===== src/hw/rtl/spa_pkg.sv =====
package spa_pkg;

    localparam int BANK_COUNT_DEF = 8;

    localparam int DIFF_W   = 8;
    localparam int WIN_W    = 19;

    localparam logic [15:0] NOMINAL_RESET = 16'd3000;
    localparam logic [2:0]  OFFSET_RESET  = 3'd2;

    localparam logic [4:0]       GAIN_START   = 5'd13;
    localparam logic [4:0]       GAIN_STEP    = 5'd3;
    localparam logic [WIN_W-1:0] WINDOW_BASE  = WIN_W'(2048);
    localparam logic [WIN_W-1:0] WINDOW_LIMIT = WIN_W'(17000);
    localparam logic signed [15:0] OUTER_SLOPE = 16'sd15;
    localparam logic signed [9:0]  OUTER_BIAS  = 10'sd5;
    localparam logic signed [8:0]  OUTER_EDGE  = 9'sd3;
    localparam logic signed [8:0]  INNER_EDGE  = 9'sd1;

    localparam logic CFG_NOMINAL_PERIOD = 1'b0;
    localparam logic CFG_WISHED_OFFSET  = 1'b1;

    typedef struct packed {
        logic       valid;
        logic       restart;
        logic [2:0] queued_bank;
        logic [2:0] completed_bank;
    } t_item;

    typedef struct packed {
        logic we;
        logic index;
        logic [15:0] data;
    } t_cfg_wr;

endpackage


===== src/hw/rtl/sample_period_adapter.sv =====
// channel   valid        stall        payload
// input     i_in_valid   o_in_stall   i_restart, i_queued_bank, i_completed_bank
// output    o_out_valid  i_out_stall  o_period, o_window_done, o_average
// config    i_cfg_we     -            i_cfg_index, i_cfg_data
//
// one item per cycle sustained unless the result stalls; an item passes through the
// input register, then adaptation logic into the result register
// synchronous active-low reset clears running state and window, loads the start gain
// a stalled result holds its register; the input register fills and then stalls the input
module sample_period_adapter #(
    parameter int BANK_COUNT = spa_pkg::BANK_COUNT_DEF
) (
    input  logic        i_clk,
    input  logic        i_rst_n,
    input  logic        i_in_valid,
    output logic        o_in_stall,
    input  logic        i_restart,
    input  logic [2:0]  i_queued_bank,
    input  logic [2:0]  i_completed_bank,
    output logic        o_out_valid,
    input  logic        i_out_stall,
    output logic [15:0] o_period,
    output logic        o_window_done,
    output logic [15:0] o_average,
    input  logic        i_cfg_we,
    input  logic        i_cfg_index,
    input  logic [15:0] i_cfg_data
);

    spa_pkg::t_item   item;
    spa_pkg::t_cfg_wr cfg;
    logic             out_valid;
    logic             advance;

    assign advance     = !out_valid || !i_out_stall;
    assign cfg.we      = i_cfg_we;
    assign cfg.index   = i_cfg_index;
    assign cfg.data    = i_cfg_data;
    assign o_out_valid = out_valid;

    spa_in_reg u_in_reg (
        .i_clk            (i_clk),
        .i_rst_n          (i_rst_n),
        .i_in_valid       (i_in_valid),
        .i_restart        (i_restart),
        .i_queued_bank    (i_queued_bank),
        .i_completed_bank (i_completed_bank),
        .i_advance        (advance),
        .o_in_stall       (o_in_stall),
        .o_item           (item)
    );

    spa_adapt #(
        .BANK_COUNT (BANK_COUNT)
    ) u_adapt (
        .i_clk         (i_clk),
        .i_rst_n       (i_rst_n),
        .i_item        (item),
        .i_advance     (advance),
        .i_cfg         (cfg),
        .o_out_valid   (out_valid),
        .o_period      (o_period),
        .o_window_done (o_window_done),
        .o_average     (o_average)
    );

endmodule


===== src/hw/rtl/spa_in_reg.sv =====
module spa_in_reg (
    input  logic          i_clk,
    input  logic          i_rst_n,
    input  logic          i_in_valid,
    input  logic          i_restart,
    input  logic [2:0]    i_queued_bank,
    input  logic [2:0]    i_completed_bank,
    input  logic          i_advance,
    output logic          o_in_stall,
    output spa_pkg::t_item o_item
);

    spa_pkg::t_item r_item;
    logic           load;

    assign o_in_stall = r_item.valid && !i_advance;
    assign load       = !r_item.valid || i_advance;

    always_ff @(posedge i_clk) begin
        if (!i_rst_n) begin
            r_item.valid <= 1'b0;
        end else if (load) begin
            r_item.valid <= i_in_valid;
        end
        if (load && i_in_valid) begin
            r_item.restart        <= i_restart;
            r_item.queued_bank    <= i_queued_bank;
            r_item.completed_bank <= i_completed_bank;
        end
    end

    assign o_item = r_item;

endmodule


===== src/hw/rtl/spa_adapt.sv =====
module spa_adapt #(
    parameter int BANK_COUNT = spa_pkg::BANK_COUNT_DEF
) (
    input  logic             i_clk,
    input  logic             i_rst_n,
    input  spa_pkg::t_item   i_item,
    input  logic             i_advance,
    input  spa_pkg::t_cfg_wr i_cfg,
    output logic             o_out_valid,
    output logic [15:0]      o_period,
    output logic             o_window_done,
    output logic [15:0]      o_average
);

    localparam int DW = $clog2(BANK_COUNT);

    logic [15:0] r_nominal;
    logic [2:0]  r_offset;

    logic [15:0] r_avg;
    logic [15:0] r_count;
    logic [31:0] r_sum;
    logic [4:0]  r_gain;
    logic [2:0]  r_step;

    logic        r_out_valid;
    logic [15:0] r_period;
    logic        r_done;
    logic [15:0] r_avg_out;

    logic [15:0] n_avg;
    logic [15:0] n_count;
    logic [31:0] n_sum;
    logic [4:0]  n_gain;
    logic [2:0]  n_step;
    logic        n_done;
    logic [15:0] n_period;

    logic                    load;
    logic                    reload;
    logic [15:0]             eff_avg;
    logic [15:0]             eff_count;
    logic [31:0]             eff_sum;
    logic [4:0]              eff_gain;
    logic [2:0]              eff_step;
    logic [spa_pkg::DIFF_W-1:0] diff;
    logic [DW-1:0]           bank_gap;
    logic signed [8:0]       err;
    logic signed [9:0]       em;
    logic signed [9:0]       e5;
    logic signed [15:0]      inner;
    logic signed [15:0]      outer;
    logic [15:0]             clks;
    logic [spa_pkg::WIN_W-1:0] win;
    logic [4:0]              shamt;
    logic [31:0]             quot;

    assign load = i_item.valid && i_advance;

    always_comb begin
        reload = i_item.restart || (r_avg == 16'd0);
        if (reload) begin
            eff_avg   = r_nominal;
            eff_count = 16'd0;
            eff_sum   = 32'd0;
            eff_gain  = spa_pkg::GAIN_START;
            eff_step  = 3'd0;
        end else begin
            eff_avg   = r_avg;
            eff_count = r_count;
            eff_sum   = r_sum;
            eff_gain  = r_gain;
            eff_step  = r_step;
        end

        diff = spa_pkg::DIFF_W'(i_item.queued_bank) - spa_pkg::DIFF_W'(i_item.completed_bank);
        bank_gap = diff[DW-1:0];
        err  = $signed(9'(bank_gap)) - $signed(9'(r_offset));

        priority if (err < -spa_pkg::INNER_EDGE) begin
            em = 10'(err) + 10'sd1;
        end else if (err > spa_pkg::INNER_EDGE) begin
            em = 10'(err) - 10'sd1;
        end else begin
            em = 10'sd0;
        end

        priority if (err < -spa_pkg::OUTER_EDGE) begin
            e5 = 10'(err) + spa_pkg::OUTER_BIAS;
        end else if (err > spa_pkg::OUTER_EDGE) begin
            e5 = 10'(err) - spa_pkg::OUTER_BIAS;
        end else begin
            e5 = 10'sd0;
        end

        inner    = 16'(em) * $signed({11'b0, eff_gain});
        outer    = 16'(e5) * spa_pkg::OUTER_SLOPE;
        clks     = eff_avg + 16'(inner) + 16'(outer);
        n_period = clks;

        n_count = eff_count + 16'd1;
        n_sum   = eff_sum + 32'(clks);
        win     = spa_pkg::WINDOW_BASE << eff_step;
        shamt   = 5'($clog2(spa_pkg::WINDOW_BASE)) + 5'(eff_step);
        quot    = n_sum >> shamt;

        n_avg  = eff_avg;
        n_gain = eff_gain;
        n_step = eff_step;
        n_done = 1'b0;
        if (spa_pkg::WIN_W'(n_count) == win) begin
            n_avg   = 16'(quot - 32'd1);
            n_count = 16'd0;
            n_sum   = 32'd0;
            n_done  = 1'b1;
            if (win < spa_pkg::WINDOW_LIMIT) begin
                n_gain = eff_gain - spa_pkg::GAIN_STEP;
                n_step = eff_step + 3'd1;
            end
        end
    end

    always_ff @(posedge i_clk) begin
        if (!i_rst_n) begin
            r_nominal <= spa_pkg::NOMINAL_RESET;
            r_offset  <= spa_pkg::OFFSET_RESET;
        end else if (i_cfg.we) begin
            unique case (i_cfg.index)
                spa_pkg::CFG_NOMINAL_PERIOD: r_nominal <= i_cfg.data;
                spa_pkg::CFG_WISHED_OFFSET:  r_offset  <= i_cfg.data[2:0];
                default: ;
            endcase
        end
    end

    always_ff @(posedge i_clk) begin
        if (!i_rst_n) begin
            r_avg   <= 16'd0;
            r_count <= 16'd0;
            r_sum   <= 32'd0;
            r_gain  <= spa_pkg::GAIN_START;
            r_step  <= 3'd0;
        end else if (load) begin
            r_avg   <= n_avg;
            r_count <= n_count;
            r_sum   <= n_sum;
            r_gain  <= n_gain;
            r_step  <= n_step;
        end
    end

    always_ff @(posedge i_clk) begin
        if (!i_rst_n) begin
            r_out_valid <= 1'b0;
        end else if (i_advance) begin
            r_out_valid <= i_item.valid;
        end
    end

    always_ff @(posedge i_clk) begin
        if (load) begin
            r_period  <= n_period;
            r_done    <= n_done;
            r_avg_out <= n_avg;
        end
    end

    assign o_out_valid   = r_out_valid;
    assign o_period      = r_period;
    assign o_window_done = r_done;
    assign o_average     = r_avg_out;

endmodule


===== config.mk =====
export PLATFORM = sky130hd
export DESIGN_NAME = sample_period_adapter
export DESIGN_NICKNAME = d
export VERILOG_FILES = /design/src/hw/rtl/spa_pkg.sv /design/src/hw/rtl/sample_period_adapter.sv /design/src/hw/rtl/spa_in_reg.sv /design/src/hw/rtl/spa_adapt.sv
export SDC_FILE = /design/constraint.sdc
export NUM_CORES = 1
export LEC_CHECK = 0
export BUFFER_PORTS_ARGS = -buffer_cell sky130_fd_sc_hd__buf_2
export CORE_ASPECT_RATIO = 0.6
export CORE_MARGIN = 2
export CORE_UTILIZATION = 62
export CTS_BUF_LIST = sky130_fd_sc_hd__clkbuf_16
export DETAILED_ROUTE_END_ITERATION = 16
export PLACE_DENSITY = 0.82
export SYNTH_ARGS = -nofsm -noshare
export SYNTH_HDL_FRONTEND = slang
export SYNTH_SLANG_ARGS = --single-unit

===== constraint.sdc =====
create_clock -name i_clk -period 22.6 [get_ports i_clk]
set_input_delay 1.13 -clock i_clk [delete_from_list [all_inputs] [get_ports i_clk]]
set_output_delay 1.13 -clock i_clk [all_outputs]
set_load 0.02 [all_outputs]

======== Word level (Yosys, flattened, before mapping) ========
Cells that the tools add are included.
word-level totals
  memory bits (writable) .................. 0
  memory bits (read-only) ................. 0
  bits in latches ......................... 0
  memories ................................ 0
  logic and storage cells ................. 70
  input port bits ......................... 29
  flip-flop bits (word level) ............. 133
cells by class
  shifts and indexed selects .............. 2
  add/subtract/negate cells ............... 14
  bitwise gates (word level) .............. 1
  multiply operators ...................... 2
  div/mod/pow operators ................... 0
  muxes and demuxes ....................... 17
  equal/unequal tests ..................... 1
  magnitude comparators ................... 5
  reductions and logical operators ........ 13
operators by type and width
  kind                                                  count
  two-way mux 16 bit                                    4
  two-way mux 32 bit                                    2
  two-way mux 10 bit                                    4
  adder 16 bit                                          2
  adder 32 x 16 -> 32 bit                               1
  right shift 32 x 5 -> 16 bit                          1
  equality test 16 x 19 -> 1 bit                        1
  < comparator 19 x 15 -> 1 bit, second input constant  1
  left shift 12 x 3 -> 19 bit, first input constant     1
  adder 16 x 1 -> 16 bit, second input constant         1
  zero test 16 bit                                      1
  multiplier 10 x 6 -> 16 bit                           1
  subtractor 16 x 1 -> 16 bit, second input constant    1
  multiplier 10 x 5 -> 15 bit, second input constant    1
  two-way mux 5 bit                                     3
  two-way mux 3 bit                                     3
  adder 4 x 2 -> 5 bit, second input constant           1
  adder 4 x 3 -> 5 bit, first input constant            1
  adder 4 x 4 -> 5 bit, second input constant           1
  subtractor 4 x 2 -> 5 bit, second input constant      1
  subtractor 4 x 4 -> 5 bit, second input constant      1
  subtractor 5 x 2 -> 5 bit, second input constant      1
  > comparator 4 x 2 -> 1 bit, second input constant    1
  > comparator 4 x 3 -> 1 bit, second input constant    1
  11 further kinds                                      19

======== Longest topological paths before layout ========
  word-level depth ........................ 12
  depth in mapped cells ................... 58

======== By module ========
A second synthesis with hierarchy kept.
second synthesis, totals
  cell total of the unflattened synthesis .. 1530
  area total of the unflattened synthesis .. 12477.0 um^2
modules (own cells, without submodules)
  module                 cells an instance  instances  area each (um^2)
  spa_adapt              1518               1          12215.5
  spa_in_reg             11                 1          257.7
  sample_period_adapter  1                  1          3.8

======== Worst setup path after synthesis ========
Ideal clock, no wire load.
  path type ............................... register -> register
  from .................................... register u_in_reg.r_item (netlist bit u_in_reg.o_item[3])
  to ...................................... register u_adapt.r_avg[13]
  slack ................................... 11181 ps
  setup time .............................. 118 ps
  cell stages (with the launch flop) ...... 53
  required time ........................... 22482 ps
  clock period less this slack ............ 11419 ps
  arrival ................................. 11301 ps
  path through ............................ edfxtp_1 > inv_1 > ha_1 > inv_1 > fa_1 > inv_1 > fa_1 > xnor2_1 > nand2b_1 > a32o_1 > ha_1 > ha_1 > inv_1 > fa_1 > inv_1 > ha_1 > a21o_1 > a21oi_1 > [17 not listed] > o21bai_1 > a21oi_1 > xnor2_1 > ha_1 > buf_4 > nor3_1 > a211o_1 > or4_1 > a21oi_1 > xor2_1 > and2_1 > or3_1 > nor4_2 > o21ai_2 > or4_1 > xnor2_1 > a21oi_1 > a31o_1
between the ends
  cells in the longest elaborated chain, start to end .. 12
ends and longest elaborated chain
  what                                                                      line                              text
  from (decl)                                                               spa_in_reg.sv:13                  spa_pkg::t_item r_item;
  subtractor 3 bit (*)                                                      spa_adapt.sv:76                   diff = spa_pkg::DIFF_W'(i_item.queued_bank) - spa_pkg::DIFF_W'(i_item.completed_bank);
  subtractor 3 x 3 -> 4 bit (*)                                             spa_adapt.sv:78                   err = $signed(9'(bank_gap)) - $signed(9'(r_offset));
  subtractor 4 x 2 -> 5 bit or > comparator 4 x 2 -> 1 bit (tied branches)  spa_adapt.sv:83, spa_adapt.sv:82
  two-way mux 10 bit                                                        spa_adapt.sv:82                   end else if (err > spa_pkg::INNER_EDGE) begin
  two-way mux 10 bit                                                        spa_adapt.sv:80                   priority if (err < -spa_pkg::INNER_EDGE) begin
  multiplier 10 x 6 -> 16 bit                                               spa_adapt.sv:96                   inner = 16'(em) * $signed({11'b0, eff_gain});
  adder 16 bit                                                              spa_adapt.sv:98                   clks = eff_avg + 16'(inner) + 16'(outer);
  adder 16 bit (*)                                                          spa_adapt.sv:98
  named net u_adapt.clks[14]                                                spa_adapt.sv:53                   logic [15:0] clks;
  adder 32 x 16 -> 32 bit (*)                                               spa_adapt.sv:102                  n_sum = eff_sum + 32'(clks);
  right shift 32 x 5 -> 16 bit (*)                                          spa_adapt.sv:105                  quot = n_sum >> shamt;
  subtractor 16 x 1 -> 16 bit (*)                                           spa_adapt.sv:112                  n_avg = 16'(quot - 32'd1);
  two-way mux 16 bit (*)                                                    spa_adapt.sv:111                  if (spa_pkg::WIN_W'(n_count) == win) begin
  named net u_adapt.n_avg[13]                                               spa_adapt.sv:31                   logic [15:0] n_avg;
  to (signal assigned)                                                      spa_adapt.sv:144                  r_avg <= n_avg;
  to (decl)                                                                 spa_adapt.sv:20                   logic [15:0] r_avg;
The timed path passes the listed nets; every way through them passes the cells marked *.
A chain may end at the register's enable or synchronous reset.

======== Worst setup path after layout ========
Ends and elaborated chain as after synthesis.

==> results.md <==
- Status: completed
- Routed wire per std cell: slightly below 20 um
- Die width: roughly 180 um
- DRC: 0
- Avg Cell Area, Syn: around 8 um^2
- RR Endpoint: u_adapt.r_avg[13]
- Setup TNS Final: 0 ns
- Worst R2R Path Depth: 54
- Number of synthesized flops with an enable pin: 40
- Ys async rst share: 0%
- Clock Pin Slew Worst Setup and Hold Paths: ~0.06 ns
- Post-Syn Instances: between 1500 and 2000
- Post-layout util: ~70%
- CTS sink cnt: 133
- Share of the clock period used by the worst path: about 58%
- Syn nets: about 1700
- Startpoint Class: register
- Fill count: about 1500
- Final slew viol count: 0
- Multi-input logic area: between 0.008 and 0.009 mm^2
- RSZ-0062 raised after global routing: false
- Final setup fails: 0
- Critical Path Max Stage Delay: around 0.64 ns
- Slew margin rel.: 33.8%
- Die Height: ~110 um
- Yosys cell types: 86
- Post-CTS Resized: 0
- Boundary Pins: 64
- Skew-Pair Late Insertion Delay: around 0.45 ns
- Synth top area cells: dfxtp_1, edfxtp_1, fa_1
- Worst Hold Class: reg -> reg
- Mapped cell area: between 0.01 and 0.015 mm^2
- Min cycle time layout: about 13 ns
- Via density: between 6 and 7
- Post-DP HPWL: approximately 27 mm
- Hold_sp: u_adapt.r_sum[0]
- Detailed-route via count: 11400
- Critical Path Fanout Max: 10
- First-pass DRT Iterations: 6
- Routed Antenna Nets: 0
- Synth area leader: dfxtp_1
- Count leader, synth: nand2_1
- Min Hold Slack: 0.458 ns
- CTS tree: built
- Yosys top cell area share: ~15%
- Share of cells above drive strength 1: between 8 and 9%
- First DRT Iteration DRCs: between 1500 and 2000
- Most instantiated cells after synthesis: nand2_1, inv_1, nor2_1
- YS warnings: 0
- Number of global-route vias before repair: around 11000
- Final nets: approximately 1700
- Register area share after synthesis: 25.3%
- Max Root-Sink Buffers: 2
- Worst Hold Depth: 2
- First-pass GRT wire length: between 50 and 60 mm
- GRT Total Usage: between 30 and 40%
- Fmax: 0.0768 GHz
- Worst slew pin tran: between 0.9 and 1 ns
- Post-CTS Setup Bufs: 0
- Ys flop type: dfxtp_1
- Critical R2R Launch: u_in_reg.o_item[3]
- Max-cap violations: 0
- Worst Hold End: u_adapt.r_sum[0]
- Htree depth: 4
- Final WL: about 36 mm
- Setup Slack @ Placement: between 9 and 10 ns
- Initial antenna violation count: 0
- Clock root cell: clkbuf_16
- Global placement routability congestion: approximately 1.1
- Die area: 0.0207 mm^2
- Skew final: 0.0138 ns
- Required time worst endpoint: between 20 and 25 ns
- Register area: approximately 0.003 mm^2
- Critical Path AT: around 13 ns
- CTS buffer count: 17
- Antenna Cells: 0
- I/O Buffers: 63
- FF-to-FF setup slack: between 9 and 10 ns
- Fin worst setup slack: roughly 9.6 ns
- Slowest cell on the critical path: a2111oi_1
- Core area: about 0.019 mm^2
- Initial Utilization: roughly 63%
- WS Path Type: reg -> reg
- Worst setup EP type: register
- Synth Register Bits: roughly 130
- Layout area overhead: 8.04%
- Core Rows: 39
- Grt total ovfl: 0
- Largest net degree at the start of global routing: 99
- Cts hold-fix bufs: 0
- Final Hold Viols: 0
[per-stage QoR]
stage	area, um^2	cells
finish	13100	1817
global route	13100	1817
global placement	12500	1785
CTS	13100	1817
detailed placement	12500	1785
floorplan	12100	1530
[layout by cell type, fill, tap and decap left out, drive strengths merged, types with 8 or more instances in the layout]
cell type,Yosys,routed
xnor2,54,54
o211ai,8,8
buf,27,72
nand3,64,64
nand2,211,211
or3,12,12
mux2i,23,23
clkbuf,56,17
a21boi,45,45
and2,30,30
edfxtp,40,40
nand2b,17,17
a211oi,8,8
ha,76,76
a21o,15,15
o21a,14,14
nor2b,35,35
and3,13,13
xor2,24,24
a21oi,97,97
inv,132,142
o21ai,69,69
dfxtp,93,93
or2,8,8
nand4,19,19
nor3,37,37
nor4,20,20
fa,56,56
nor2,116,116
a22oi,10,10
[sequential cells by signal, summed over array words and instances, names as in the netlist]
register               count
u_adapt.r_step             3
u_adapt.r_avg             16
u_adapt.r_nominal         16
u_adapt.o_period          16
u_adapt.r_gain             5
u_in_reg.o_item            8
u_adapt.r_count           16
u_adapt.o_out_valid        1
u_adapt.r_offset           3
u_adapt.o_average         16
u_adapt.r_sum             32
u_adapt.o_window_done      1
[worst max-delay path: cells and delay by family (launching register included)]
kind                       cells  cell delay, ns
adders and majority gates     12            4.67
AOI/OAI and AO/OA             17            3.74
xor gates and xnor gates       5            0.81
buffers and inverters          7            0.44
and+or+nand+nor               13            2.90
DFF                            1            0.37
[per-layer routing]
layer	GRT usage [%]	wire, um
met5	0	0
met4	9.23	622
met3	10.2	4970
met2	48.7	14200
met1	54.3	16200
[final cells by class]
class                      count  share of cell area, %
multi-input combinational   1179                   62.8
sequential                   133                   23.4
inverter                     135                   3.87
clock buffer                  17                   3.25
timing repair buffer          72                   2.93
tap                          266                   2.54
clock inverter                15                   1.22
[logic make-up (layout without fill, tap and decap cells)]
| group | after synthesis | count (layout) | synth area share, % |
|---|---|---|---|
| and+or+nand+nor | 599 | 599 | 23.6 |
| AOI/OAI and AO/OA | 343 | 343 | 18.9 |
| buffers and inverters | 218 | 239 | 7.09 |
| DFF | 133 | 133 | 25.3 |
| adders and majority gates | 132 | 132 | 17.1 |
| xor gates and xnor gates | 78 | 78 | 5.77 |
| muxes | 27 | 27 | 2.27 |
[worst max-delay path by stage]
stage | to | depth (start not counted) | startpoint | slack [ns]
5_1_grt | u_adapt.r_avg[13] | 54 | u_in_reg.o_item[3] | 8.70
3_5_place_dp | u_adapt.r_avg[13] | 54 | u_in_reg.o_item[3] | 9.88
2_1_floorplan | u_adapt.r_avg[13] | 52 | u_in_reg.o_item[3] | 11.18
3_3_place_gp | u_adapt.r_avg[13] | 54 | u_in_reg.o_item[3] | 10.47
6_report | u_adapt.r_avg[13] | 54 | u_in_reg.o_item[3] | 9.57
4_1_cts | u_adapt.r_avg[13] | 54 | u_in_reg.o_item[3] | 9.82
Power is left out: the tool's default activity adds up to more than one toggle a clock period on the data nets, which glitch-free logic cannot reach.
